[config.mk]
export PLATFORM = sky130hd
export DESIGN_NAME = hsv_value_posterize_flat
export DESIGN_NICKNAME = d
export VERILOG_FILES = /design/src/rtl/hvp_pkg.sv /design/src/rtl/hvp_if.sv /design/src/rtl/hsv_value_posterize.sv /design/src/rtl/hvp_div.sv /design/src/flat_wrapper.sv
export SDC_FILE = /design/constraint.sdc
export NUM_CORES = 1
export LEC_CHECK = 0
export BUFFER_PORTS_ARGS = -buffer_cell sky130_fd_sc_hd__clkbuf_2
export CORE_MARGIN = 3
export CORE_UTILIZATION = 28
export CTS_CLUSTER_SIZE = 20
export DETAILED_ROUTE_END_ITERATION = 16
export GPL_ROUTABILITY_DRIVEN = 0
export PLACE_DENSITY = 0.42
export SKIP_LAST_GASP = 1
export SYNTH_ARGS = -nofsm -noshare
export SYNTH_HDL_FRONTEND = slang
export SYNTH_SLANG_ARGS = --single-unit
[constraint.sdc]
create_clock -name clock -period 6.7 [get_ports clock]
set_input_delay 0.335 -clock clock [delete_from_list [all_inputs] [get_ports clock]]
set_output_delay 0.335 -clock clock [all_outputs]
set_load 0.005 [all_outputs]
[src/rtl/hvp_pkg.sv]
// ----------------------------------------------------------------------------
// HSV value posterize package
// Shared types and constants for the posterize block and its divider.
// ----------------------------------------------------------------------------
`default_nettype none

package hvp_pkg;

   // Widths of the divider operands. The largest dividend is
   // 510*255*255 + 255*255, which fits in 25 bits; the largest divisor is
   // 2*255*255, which fits in 17 bits. Every quotient fits in 9 bits.
   localparam int NUM_W = 25;
   localparam int DEN_W = 17;
   localparam int QUO_W = 9;
   localparam int CNT_W = 4;

   localparam int CSR_IDX_W  = 1;
   localparam int CSR_DATA_W = 8;

   // Register indexes of the configuration port.
   localparam logic [CSR_IDX_W-1:0] CSR_LEVELS   = 1'b0;
   localparam logic [CSR_IDX_W-1:0] CSR_CHANNELS = 1'b1;

   localparam logic [7:0] LEVELS_RESET   = 8'd4;
   localparam logic [2:0] CHANNELS_RESET = 3'd3;
   localparam logic [2:0] CHANNELS_RGBA  = 3'd4;
   localparam logic [7:0] BYTE_MAX       = 8'd255;
   localparam logic [DEN_W-1:0] Q_DIVISOR = 17'd510;

   typedef enum logic [2:0] {
      S_IDLE,
      S_QSTART,
      S_QWAIT,
      S_MUL,
      S_CSTART,
      S_CWAIT
   } state_type;

   typedef struct packed {
      logic             start;
      logic [NUM_W-1:0] num;
      logic [DEN_W-1:0] den;
   } div_req_type;

   typedef struct packed {
      logic             done;
      logic [QUO_W-1:0] quot;
   } div_rsp_type;

endpackage

`default_nettype wire

[src/rtl/hvp_if.sv]
// ----------------------------------------------------------------------------
// HSV value posterize channels
// Valid/ready channels for pixel requests and posterized pixel responses.
// ----------------------------------------------------------------------------
`default_nettype none

interface hvp_req_if;
   logic       valid;
   logic       ready;
   logic       kind;
   logic       start_of_frame;
   logic [7:0] red_in;
   logic [7:0] green_in;
   logic [7:0] blue_in;
   logic [7:0] alpha_in;

   modport source (output valid, kind, start_of_frame, red_in, green_in, blue_in,
                   alpha_in, input ready);
   modport sink   (input valid, kind, start_of_frame, red_in, green_in, blue_in,
                   alpha_in, output ready);
endinterface

interface hvp_rsp_if;
   logic       valid;
   logic       ready;
   logic [7:0] red_out;
   logic [7:0] green_out;
   logic [7:0] blue_out;
   logic [7:0] alpha_out;
   logic       applied;

   modport source (output valid, red_out, green_out, blue_out, alpha_out, applied,
                   input ready);
   modport sink   (input valid, red_out, green_out, blue_out, alpha_out, applied,
                   output ready);
endinterface

`default_nettype wire

[src/rtl/hsv_value_posterize.sv]
// A measure transfer updates the statistics at its own edge and gives no result.
// A passed or black convert transfer presents its result in the cycle after the transfer.
// A quantized convert presents it after the level division and then, for each color,
// the product, divider start, nine-bit division and done steps.
// No new item is taken while a convert is in progress or while its result is held.
// Synchronous active-high reset: levels 4, three channels, min 255, max 0, no result held.
// ----------------------------------------------------------------------------
// HSV value posterize
// Tracks the value range over a measure pass and posterizes V on a convert pass.
// ----------------------------------------------------------------------------
`default_nettype none

module hsv_value_posterize (
   input  wire logic                            clock,
   input  wire logic                            reset,
   hvp_req_if.sink                              req_chan,
   hvp_rsp_if.source                            rsp_chan,
   input  wire logic                            csr_we,
   input  wire logic [hvp_pkg::CSR_IDX_W-1:0]   csr_index,
   input  wire logic [hvp_pkg::CSR_DATA_W-1:0]  csr_wdata
);
   import hvp_pkg::*;

   // Configuration registers.
   logic [7:0] levels_ff;
   logic [2:0] channels_ff;

   // Frame statistics.
   logic [7:0] min_ff, min_in;
   logic [7:0] max_ff, max_in;

   // Sequencer and working registers.
   state_type      state_ff, state_in;
   logic [15:0]    lv_ff, lv_in;
   logic [7:0]     q_ff, q_in;
   logic [1:0]     ch_ff, ch_in;
   logic [NUM_W-1:0] prod_ff, prod_in;

   // Result register. The color bytes also hold the input colors while a
   // quantized pixel is in progress: each is read for its product and then
   // overwritten by its quotient.
   logic [7:0] red_ff, red_in;
   logic [7:0] green_ff, green_in;
   logic [7:0] blue_ff, blue_in;
   logic [7:0] alpha_ff, alpha_in;
   logic       applied_ff, applied_in;
   logic       rsp_valid_ff, rsp_valid_in;

   logic        req_fire;
   logic        rsp_fire;
   logic [7:0]  v;
   logic [7:0]  spread;
   logic        apply_now;
   logic [7:0]  base_min;
   logic [7:0]  base_max;
   logic [DEN_W-1:0] k510;
   logic [7:0]  chan_sel;
   logic [7:0]  quot_byte;

   div_req_type div_req;
   div_rsp_type div_rsp;

   hvp_div u_div (
      .clock   (clock),
      .reset   (reset),
      .div_req (div_req),
      .div_rsp (div_rsp)
   );

   // ------------------------------------------------------------------------
   // Handshakes and combinational helpers.
   // ------------------------------------------------------------------------
   assign req_chan.ready = (state_ff == S_IDLE) && !rsp_valid_ff;
   assign req_fire       = req_chan.valid && req_chan.ready;
   assign rsp_fire       = rsp_chan.valid && rsp_chan.ready;

   // V is the largest of the three color bytes.
   always_comb begin
      v = req_chan.red_in;
      if (req_chan.green_in > v) begin
         v = req_chan.green_in;
      end
      if (req_chan.blue_in > v) begin
         v = req_chan.blue_in;
      end
   end

   // Before any measurement the minimum is above the maximum, and the spread
   // then counts as zero. A zero level count never quantizes.
   assign spread    = (max_ff >= min_ff) ? (max_ff - min_ff) : 8'd0;
   assign apply_now = (levels_ff != 8'd0) && (spread > levels_ff);

   // On a measure transfer, a start of frame flag restarts the statistics before this pixel is taken.
   assign base_min = req_chan.start_of_frame ? BYTE_MAX : min_ff;
   assign base_max = req_chan.start_of_frame ? 8'd0 : max_ff;

   // 510*q by shift and subtract.
   assign k510 = {q_ff, 9'd0} - {8'd0, q_ff, 1'b0};

   always_comb begin
      case (ch_ff)
         2'd0:    chan_sel = red_ff;
         2'd1:    chan_sel = green_ff;
         2'd2:    chan_sel = blue_ff;
         default: chan_sel = blue_ff;
      endcase
   end

   // The rounded color never exceeds 255, but the quotient has a ninth bit.
   assign quot_byte = div_rsp.quot[QUO_W-1] ? BYTE_MAX : div_rsp.quot[7:0];

   // ------------------------------------------------------------------------
   // Next state.
   // ------------------------------------------------------------------------
   always_comb begin
      state_in = state_ff;
      case (state_ff)
         S_IDLE: begin
            // A black pixel always gets level zero and so comes out black;
            // it needs no division.
            if (req_fire && req_chan.kind && apply_now && (v != 8'd0)) begin
               state_in = S_QSTART;
            end
         end
         S_QSTART: state_in = S_QWAIT;
         S_QWAIT: begin
            if (div_rsp.done) begin
               state_in = S_MUL;
            end
         end
         S_MUL:    state_in = S_CSTART;
         S_CSTART: state_in = S_CWAIT;
         S_CWAIT: begin
            if (div_rsp.done) begin
               state_in = (ch_ff == 2'd2) ? S_IDLE : S_MUL;
            end
         end
         default:  state_in = S_IDLE;
      endcase
   end

   // ------------------------------------------------------------------------
   // Sequencer outputs and datapath register updates.
   // ------------------------------------------------------------------------
   always_comb begin
      min_in       = min_ff;
      max_in       = max_ff;
      lv_in        = lv_ff;
      q_in         = q_ff;
      ch_in        = ch_ff;
      prod_in      = prod_ff;
      red_in       = red_ff;
      green_in     = green_ff;
      blue_in      = blue_ff;
      alpha_in     = alpha_ff;
      applied_in   = applied_ff;
      rsp_valid_in = rsp_valid_ff && !rsp_fire;
      div_req      = '0;
      case (state_ff)
         S_IDLE: begin
            if (req_fire && !req_chan.kind) begin
               max_in = (v > base_max) ? v : base_max;
               min_in = (v < base_min) ? v : base_min;
            end else if (req_fire) begin
               red_in     = req_chan.red_in;
               green_in   = req_chan.green_in;
               blue_in    = req_chan.blue_in;
               alpha_in   = (channels_ff == CHANNELS_RGBA) ? req_chan.alpha_in : BYTE_MAX;
               applied_in = apply_now;
               lv_in      = 16'(levels_ff) * 16'(v);
               if (!apply_now) begin
                  rsp_valid_in = 1'b1;
               end else if (v == 8'd0) begin
                  red_in       = 8'd0;
                  green_in     = 8'd0;
                  blue_in      = 8'd0;
                  rsp_valid_in = 1'b1;
               end
            end
         end
         S_QSTART: begin
            // q = floor((2*levels*V + spread) / 510)
            div_req.start = 1'b1;
            div_req.num   = NUM_W'({lv_ff, 1'b0}) + NUM_W'(spread);
            div_req.den   = Q_DIVISOR;
         end
         S_QWAIT: begin
            if (div_rsp.done) begin
               q_in  = div_rsp.quot[7:0];
               ch_in = 2'd0;
            end
         end
         S_MUL: begin
            // Dividend 510*q*c + levels*V rounds half up over 2*levels*V.
            prod_in = NUM_W'(k510) * NUM_W'(chan_sel) + NUM_W'(lv_ff);
         end
         S_CSTART: begin
            div_req.start = 1'b1;
            div_req.num   = prod_ff;
            div_req.den   = {lv_ff, 1'b0};
         end
         S_CWAIT: begin
            if (div_rsp.done) begin
               case (ch_ff)
                  2'd0:    red_in   = quot_byte;
                  2'd1:    green_in = quot_byte;
                  default: blue_in  = quot_byte;
               endcase
               if (ch_ff == 2'd2) begin
                  rsp_valid_in = 1'b1;
               end else begin
                  ch_in = ch_ff + 2'd1;
               end
            end
         end
         default: begin
         end
      endcase
   end

   // ------------------------------------------------------------------------
   // Registers.
   // ------------------------------------------------------------------------
   always_ff @(posedge clock) begin
      if (reset) begin
         levels_ff   <= LEVELS_RESET;
         channels_ff <= CHANNELS_RESET;
      end else if (csr_we) begin
         case (csr_index)
            CSR_LEVELS:   levels_ff   <= csr_wdata;
            CSR_CHANNELS: channels_ff <= csr_wdata[2:0];
            default: begin
            end
         endcase
      end
   end

   always_ff @(posedge clock) begin
      if (reset) begin
         state_ff     <= S_IDLE;
         min_ff       <= BYTE_MAX;
         max_ff       <= 8'd0;
         rsp_valid_ff <= 1'b0;
      end else begin
         state_ff     <= state_in;
         min_ff       <= min_in;
         max_ff       <= max_in;
         rsp_valid_ff <= rsp_valid_in;
      end
   end

   always_ff @(posedge clock) begin
      lv_ff      <= lv_in;
      q_ff       <= q_in;
      ch_ff      <= ch_in;
      prod_ff    <= prod_in;
      red_ff     <= red_in;
      green_ff   <= green_in;
      blue_ff    <= blue_in;
      alpha_ff   <= alpha_in;
      applied_ff <= applied_in;
   end

   assign rsp_chan.valid     = rsp_valid_ff;
   assign rsp_chan.red_out   = red_ff;
   assign rsp_chan.green_out = green_ff;
   assign rsp_chan.blue_out  = blue_ff;
   assign rsp_chan.alpha_out = alpha_ff;
   assign rsp_chan.applied   = applied_ff;

   // ------------------------------------------------------------------------
   // Assertions.
   // ------------------------------------------------------------------------
   a_no_accept_with_result: assert property (@(posedge clock) disable iff (reset)
      rsp_valid_ff |-> !req_chan.ready)
      else $error("request accepted while a result is held");

   a_div_done_in_wait: assert property (@(posedge clock) disable iff (reset)
      div_rsp.done |-> (state_ff == S_QWAIT || state_ff == S_CWAIT))
      else $error("divider finished outside a wait state");

   a_pass_result_next: assert property (@(posedge clock) disable iff (reset)
      (req_fire && req_chan.kind && !apply_now) |=> (rsp_valid_ff && !applied_ff))
      else $error("passed pixel not presented on the next cycle");

   a_stats_ordered: assert property (@(posedge clock) disable iff (reset)
      (req_fire && !req_chan.kind) |=> (min_ff <= max_ff))
      else $error("minimum above maximum after a measure transfer");

endmodule

`default_nettype wire

[src/rtl/hvp_div.sv]
// ----------------------------------------------------------------------------
// HSV value posterize divider
// Restoring divider, one quotient bit per cycle, nine bits per division.
// ----------------------------------------------------------------------------
`default_nettype none

module hvp_div (
   input  wire logic                clock,
   input  wire logic                reset,
   input  wire hvp_pkg::div_req_type div_req,
   output hvp_pkg::div_rsp_type      div_rsp
);
   import hvp_pkg::*;

   logic [NUM_W-1:0] rem_ff, rem_in;
   logic [NUM_W-1:0] dsh_ff, dsh_in;
   logic [QUO_W-1:0] quot_ff, quot_in;
   logic [CNT_W-1:0] cnt_ff, cnt_in;
   logic             busy_ff, busy_in;
   logic             done_ff, done_in;
   logic             ge;

   // The caller guarantees that the quotient fits in QUO_W bits, so the
   // divisor starts shifted up by QUO_W-1 places.
   always_comb begin
      ge      = (rem_ff >= dsh_ff);
      rem_in  = rem_ff;
      dsh_in  = dsh_ff;
      quot_in = quot_ff;
      cnt_in  = cnt_ff;
      busy_in = busy_ff;
      done_in = 1'b0;
      if (div_req.start) begin
         rem_in  = div_req.num;
         dsh_in  = {div_req.den, {(QUO_W-1){1'b0}}};
         quot_in = '0;
         cnt_in  = CNT_W'(QUO_W - 1);
         busy_in = 1'b1;
      end else if (busy_ff) begin
         if (ge) begin
            rem_in = rem_ff - dsh_ff;
         end
         quot_in = {quot_ff[QUO_W-2:0], ge};
         dsh_in  = dsh_ff >> 1;
         cnt_in  = cnt_ff - CNT_W'(1);
         if (cnt_ff == '0) begin
            busy_in = 1'b0;
            done_in = 1'b1;
         end
      end
   end

   always_ff @(posedge clock) begin
      if (reset) begin
         busy_ff <= 1'b0;
         done_ff <= 1'b0;
      end else begin
         busy_ff <= busy_in;
         done_ff <= done_in;
      end
   end

   always_ff @(posedge clock) begin
      rem_ff  <= rem_in;
      dsh_ff  <= dsh_in;
      quot_ff <= quot_in;
      cnt_ff  <= cnt_in;
   end

   assign div_rsp.done = done_ff;
   assign div_rsp.quot = quot_ff;

endmodule

`default_nettype wire

[src/flat_wrapper.sv]
// flat-port wrapper written by rule: the top's interface ports become plain ports
module hsv_value_posterize_flat import hvp_pkg::*;
  (clock, reset, csr_we, csr_index, csr_wdata, req_chan_valid, req_chan_kind, req_chan_start_of_frame, req_chan_red_in, req_chan_green_in, req_chan_blue_in, req_chan_alpha_in, req_chan_ready, rsp_chan_valid, rsp_chan_red_out, rsp_chan_green_out, rsp_chan_blue_out, rsp_chan_alpha_out, rsp_chan_applied, rsp_chan_ready);
  hvp_req_if req_chan_i ();
  hvp_rsp_if rsp_chan_i ();
  input  wire logic clock;
  input  wire logic reset;
  input  wire logic csr_we;
  input  wire logic [hvp_pkg::CSR_IDX_W-1:0] csr_index;
  input  wire logic [hvp_pkg::CSR_DATA_W-1:0] csr_wdata;
  input wire logic [$bits(req_chan_i.valid)-1:0] req_chan_valid;
  input wire logic [$bits(req_chan_i.kind)-1:0] req_chan_kind;
  input wire logic [$bits(req_chan_i.start_of_frame)-1:0] req_chan_start_of_frame;
  input wire logic [$bits(req_chan_i.red_in)-1:0] req_chan_red_in;
  input wire logic [$bits(req_chan_i.green_in)-1:0] req_chan_green_in;
  input wire logic [$bits(req_chan_i.blue_in)-1:0] req_chan_blue_in;
  input wire logic [$bits(req_chan_i.alpha_in)-1:0] req_chan_alpha_in;
  output wire logic [$bits(req_chan_i.ready)-1:0] req_chan_ready;
  output wire logic [$bits(rsp_chan_i.valid)-1:0] rsp_chan_valid;
  output wire logic [$bits(rsp_chan_i.red_out)-1:0] rsp_chan_red_out;
  output wire logic [$bits(rsp_chan_i.green_out)-1:0] rsp_chan_green_out;
  output wire logic [$bits(rsp_chan_i.blue_out)-1:0] rsp_chan_blue_out;
  output wire logic [$bits(rsp_chan_i.alpha_out)-1:0] rsp_chan_alpha_out;
  output wire logic [$bits(rsp_chan_i.applied)-1:0] rsp_chan_applied;
  input wire logic [$bits(rsp_chan_i.ready)-1:0] rsp_chan_ready;
  assign req_chan_i.valid = req_chan_valid;
  assign req_chan_i.kind = req_chan_kind;
  assign req_chan_i.start_of_frame = req_chan_start_of_frame;
  assign req_chan_i.red_in = req_chan_red_in;
  assign req_chan_i.green_in = req_chan_green_in;
  assign req_chan_i.blue_in = req_chan_blue_in;
  assign req_chan_i.alpha_in = req_chan_alpha_in;
  assign req_chan_ready = req_chan_i.ready;
  assign rsp_chan_valid = rsp_chan_i.valid;
  assign rsp_chan_red_out = rsp_chan_i.red_out;
  assign rsp_chan_green_out = rsp_chan_i.green_out;
  assign rsp_chan_blue_out = rsp_chan_i.blue_out;
  assign rsp_chan_alpha_out = rsp_chan_i.alpha_out;
  assign rsp_chan_applied = rsp_chan_i.applied;
  assign rsp_chan_i.ready = rsp_chan_ready;
  hsv_value_posterize u_core (.clock(clock), .reset(reset), .req_chan(req_chan_i), .rsp_chan(rsp_chan_i), .csr_we(csr_we), .csr_index(csr_index), .csr_wdata(csr_wdata));
endmodule
==> flow_summary.ini, run 1 <==
[final_layout]
final_cells = 2810
fin_nets = 2375
final_area_um2 = 20260
final_common_cell = inv_1
fill_cells = 6194
final_util_pct = 34.14
antennaDiodeCount = 0
multiInputGateArea_um2 = 11340
seqCellArea_um2 = 4866
mostFrequentLayoutCells = 241 x inv_1, 195 x nor2_1, 184 x nand2_1, 155 x ha_1, 151 x buf_4
drive_gt1_share_pct = 17.87
areaGrowthSynthToFinish_pct = 20.05

[sta]
clock_skew_ns = 0.01382
tns_ns = 0
slew_headroom_pct = 21.48
slew_viol_final = 0
post-route-period-util_pct = 95.06
finalHoldViolations = 0
worst_slack_ns = 0.3313
holdWs_ns = 0.05797
fmax_mhz = 157.0
worst_pin_slew_ns = 1.173
min_period_ns = 6.369
setup_violations = 0

[yosys]
avgSynthCellArea_um2 = 9.273
synthCells = 1820
synth-edff-count = 126
yosys_warnings = 0
synth.net_count = 2171
yosysSeqAreaShare_pct = 28.83
synth_ff_type = edfxtp_1
synthesis.area_um2 = 16880
ys_async_sr_fraction_pct = 0
synthDistinctLibCells = 78
ys_ff_latch = 180

[setup_path]
arrival_ns = 6.60
worst-setup-path-type = input pin to flip-flop
cp.required_ns = 6.93
cpPeakStageDelay_ns = 0.54
cp_num_buf_inv = 5
slowest_stage = fa_1
crit_top_cell = fa_1
crit_path_end_kind = flip-flop
worstPathMaxFanout = 6
start_kind = input pin
worst_path_dominant_cell_family = adder cells

[flow_run]
maxCapViolCount = 0

[power]
p_total_mw = 4.693
p_per_area_nw_per_um2 = 231.6
power.leakage_nw = 9.034
peakVddDrop_uv = 205.2

[place]
dpl_worst_slack_ns = -0.3177
dp_hpwl_um = 41560
placedCellCount = 2774
dpl_cell_area_um2 = 19520
port_buffers = 82

[global_route]
grt_max_degree = 55
grt_pass1_wl_um = 80680
antenna_found_initial = 0
grt_usage_pct = 16.47
gr-total-overflow = 0
grt_pass1_vias = 14150

[clock_tree]
cts.clk_slew.worst_paths_ns = 0.08
clock_latency_ns = 0.49
cts.sinks = 180
htree_num_levels = 4
cts_tree = built
cts-buffers-inserted = 17
hold_buffers = 0
cts-root-buf = clkbuf_16
cts_buffer_depth = 2

[floorplanning]
core_area_um2 = 59350
ios = 83
die_h_um = 251.5
die_x_um = 251.5
row_count = 89
initial_core_util_pct = 28.43
fp.dieArea_um2 = 63250

[routing]
ant_nets = 0
drtPass1Iterations = 4
detail_route.wl_per_cell_um = 17.89
drc = 0
wl_um = 50270
vias = 13400
viasPerCell = 4.769
drt_iter0_drc = 587

[run_status]
status = finished clean

[min_path]
hold_path_class = input pin to flip-flop
cells in the mapped netlist (all sizes together), types with 9 or more instances:
master	count	area share (%)
a211oi	17	0.76
a21o	51	2.3
a21oi	90	2.7
a22o	11	0.57
a22oi	12	0.53
a31oi	17	0.83
and2	21	0.79
and3	14	0.52
clkbuf	41	0.91
dfxtp	54	6.4
edfxtp	126	22
fa	138	16
ha	165	12
inv	249	5.5
mux2i	19	1.1
nand2	186	4.2
nand2b	29	1.1
nand3	19	0.56
nand4	10	0.44
nor2	202	4.5
nor2b	25	0.93
nor3	22	0.65
nor4	9	0.46
o21a	18	0.80
o21ai	54	1.6
o21bai	11	0.49
o22ai	9	0.33
o31ai	11	0.61
or2	10	0.37
xnor2	48	2.5
xor2	27	1.4
report_power, final:
group          total [mW]  switching [mW]  internal, mW
clock                1.03           0.533         0.500
combinational        2.23            1.22          1.01
sequential           1.43          0.0776          1.35
per-layer routing:
layer	routed length [um]	track usage, %	up-vias
met1	23380	21.51	6553
met3	1851	3.257	38
li1	-	-	6620
met4	770	3.928	0
met2	24270	28.12	191
met5	0	0	-
logic make-up after synthesis:
group / share of synthesized area (%)
AOI/OAI and AO/OA: 15.17
xor gates and xnor gates: 3.892
adders and majority gates: 28.60
buffers and inverters: 6.895
DFF: 28.83
muxes: 1.127
and+or+nand+nor: 15.49
state kept, by name, indices dropped and copies added (netlist names), 4 cells and up:
signal	flops
u_core.q_ff	8
u_core.levels_ff	8
u_core.rsp_chan.blue_out	8
u_core.min_ff	8
u_core.u_div.rem_ff	25
u_core.rsp_chan.green_out	8
u_core.lv_ff	16
u_core.rsp_chan.alpha_out	8
u_core.u_div.dsh_ff	25
u_core.u_div.cnt_ff	4
u_core.rsp_chan.red_out	8
u_core.prod_ff	25
u_core.max_ff	8
u_core.u_div.quot_ff	9
layout make-up:
cell class              instances  share of cell area (%)
multi-input cells            1337                   55.97
inverters                     255                   4.724
clock inverters                15                  0.7966
flip-flops and latches        180                   24.02
well taps                     773                   4.774
clock buffers                  17                   2.100
repair buffers                233                   7.621
worst paths after layout:
check	from	endpoint	depth (start not counted)	slack (ns)
max	req_chan_red_in[1]	u_core.lv_ff[15]	28	0.33
min	csr_wdata[6]	u_core.levels_ff[6]	3	0.06
max reg2reg	u_core.q_ff[2]	u_core.prod_ff[23]	24	0.34
min reg2reg	u_core.channels_ff[2]	u_core.channels_ff[2]	2	0.46
worst min-delay path, cell delays in order:
cell and delay [ns]:
clkbuf_2 0.08, nand2_1 0.04, a21oi_1 0.05
what timing repair did:
action                                  CTS  global route
gates resized for setup                   0            29
endpoints found under the setup margin    0            10
setup buffers                             0             4
Power figures use the tool's default switching activity.
==> inputs of run 2 (changes only) <==
--- a/config.mk
+++ b/config.mk
@@ -8,6 +8,7 @@
 export BUFFER_PORTS_ARGS = -buffer_cell sky130_fd_sc_hd__clkbuf_2
 export CORE_MARGIN = 3
 export CORE_UTILIZATION = 28
+export CTS_BUF_LIST = sky130_fd_sc_hd__clkbuf_2
 export CTS_CLUSTER_SIZE = 20
 export DETAILED_ROUTE_END_ITERATION = 16
 export GPL_ROUTABILITY_DRIVEN = 0
==> run 2 against run 1 <==
Effect of this change: utilization rose by 0.70 points; clock-buffer cell count is the same; non-clock buffer count up 81; total power fell by 8.5%; largest power group unchanged; design area grew 2.1%; clock power fell by 40%; routed wire length up 1.6%.
==> flow_summary.ini, run 2 (same netlist as run 1, synthesis figures left out) <==
[run_status]
status = finished clean

[routing]
drtPass1Iterations = 5
wl_um = 51090
drt_iter0_drc = 636
detail_route.wl_per_cell_um = 17.67
vias = 13730
drc = 0
ant_nets = 0
viasPerCell = 4.748

[setup_path]
worst-setup-path-type = input pin to flip-flop
arrival_ns = 7.17
worstPathMaxFanout = 6
start_kind = input pin
cp.required_ns = 7.47
cpPeakStageDelay_ns = 0.55
slowest_stage = dlygate4sd3_1
crit_path_end_kind = flip-flop

[floorplanning]
die_h_um = 251.5
ios = 83
core_area_um2 = 59350
die_x_um = 251.5
fp.dieArea_um2 = 63250
initial_core_util_pct = 28.43
row_count = 89

[global_route]
gr-total-overflow = 0
antenna_found_initial = 1
grt_usage_pct = 16.75
grt_pass1_wl_um = 82480
grt_pass1_vias = 14610
grt_max_degree = 55

[final_layout]
fin_nets = 2456
areaGrowthSynthToFinish_pct = 22.52
top_regs = u_core.prod_ff: 25 flops, u_core.u_div.dsh_ff: 25 flops, u_core.u_div.rem_ff: 25 flops
multiInputGateArea_um2 = 11270
drive_gt1_share_pct = 16.43
final_common_cell = inv_1
fill_cells = 6190
seqCellArea_um2 = 4866
final_cells = 2892
mostFrequentLayoutCells = 242 x inv_1, 197 x nor2_1, 183 x nand2_1, 155 x ha_1, 147 x buf_4

[min_path]
hold_path_class = input pin to flip-flop

[sta]
min_period_ns = 6.402
slew_viol_final = 0
tns_ns = 0
setup_violations = 0
clock_skew_ns = 0.05101
worst_slack_ns = 0.2978
worst_pin_slew_ns = 1.202
post-route-period-util_pct = 95.56
fmax_mhz = 156.2
rsz0062_at_grt = yes
slew_headroom_pct = 19.54
finalHoldViolations = 0

[flow_run]
maxCapViolCount = 0

[clock_tree]
clock_latency_ns = 1.01
cts-buffers-inserted = 17
cts-root-buf = clkbuf_2
cts_buffer_depth = 2
cts_tree = built
cts.clk_slew.worst_paths_ns = 0.35
htree_num_levels = 4
cts.sinks = 180

[place]
dpl_worst_slack_ns = -0.3177
dp_hpwl_um = 41560
port_buffers = 82
placedCellCount = 2774

[power]
power.leakage_nw = 9.230
p_total_mw = 4.294
p_per_area_nw_per_um2 = 207.7
peakVddDrop_uv = 107.7
run 2: changes by cell type in the layout (fill, tap and decap cells not counted), moves of 4 or more:
cell	change
dlygate4sd3_1	+85
clkbuf_16	-17
clkbuf_2	+17
a31oi_1	+4
a31oi_2	-4
buf_4	-4
run 2: final timing paths:
kind | start | end | slack [ns] | cells past startpoint
max | req_chan_red_in[1] | u_core.lv_ff[14] | 0.30 | 33
min | csr_wdata[1] | u_core.channels_ff[1] | 0.21 | 4
max reg2reg | u_core.q_ff[2] | u_core.prod_ff[23] | 0.42 | 24
min reg2reg | u_core.u_div.cnt_ff[1] | u_core.u_div.cnt_ff[1] | 0.52 | 2
run 2: what timing repair did:
action	4_1_cts	5_1_grt
gates resized for setup	0	17
setup endpoints to repair	0	10
setup buffers	0	0
endpoints found under the hold margin	75	0
hold buffers	85	0
run 2: layer usage:
metal	wire length, um	GRT usage [%]
met3	1822	2.917
met2	24760	28.79
met4	905	4.475
met1	23600	21.77
met5	0	0
run 2: stage by stage:
step	hold WS (ns)	util [%]	area [um^2]
floorplan	0.4315	-	17220
global placement	0.4415	32.88	19520
detailed placement	0.4549	32.88	19520
CTS	0.04441	34.73	20610
global route	0.1119	34.84	20680
finish	0.2055	34.84	20680
run 2: cell type report:
type,instances,area share (%)
Multi-Input combinational cell,1337,54.52
Clock buffer,17,0.4115
Inverter,255,4.629
Clock inverter,15,0.7806
Antenna cell,1,0.01210
Tap cell,773,4.678
Timing Repair Buffer,314,11.44
Sequential cell,180,23.53
run 2: where the power goes:
part	switching, mW	internal, mW
sequential	0.0775	1.35
clock	0.488	0.128
combinational	1.22	1.03
total	1.78	2.51
run 2: critical path, delay by kind of cell:
family | cells | cell delay, ns
AOI/OAI and AO/OA | 8 | 1.29
xor gates and xnor gates | 1 | 0.15
and+or+nand+nor | 8 | 1.28
buffers and inverters | 9 | 1.39
adders and majority gates | 7 | 2.74
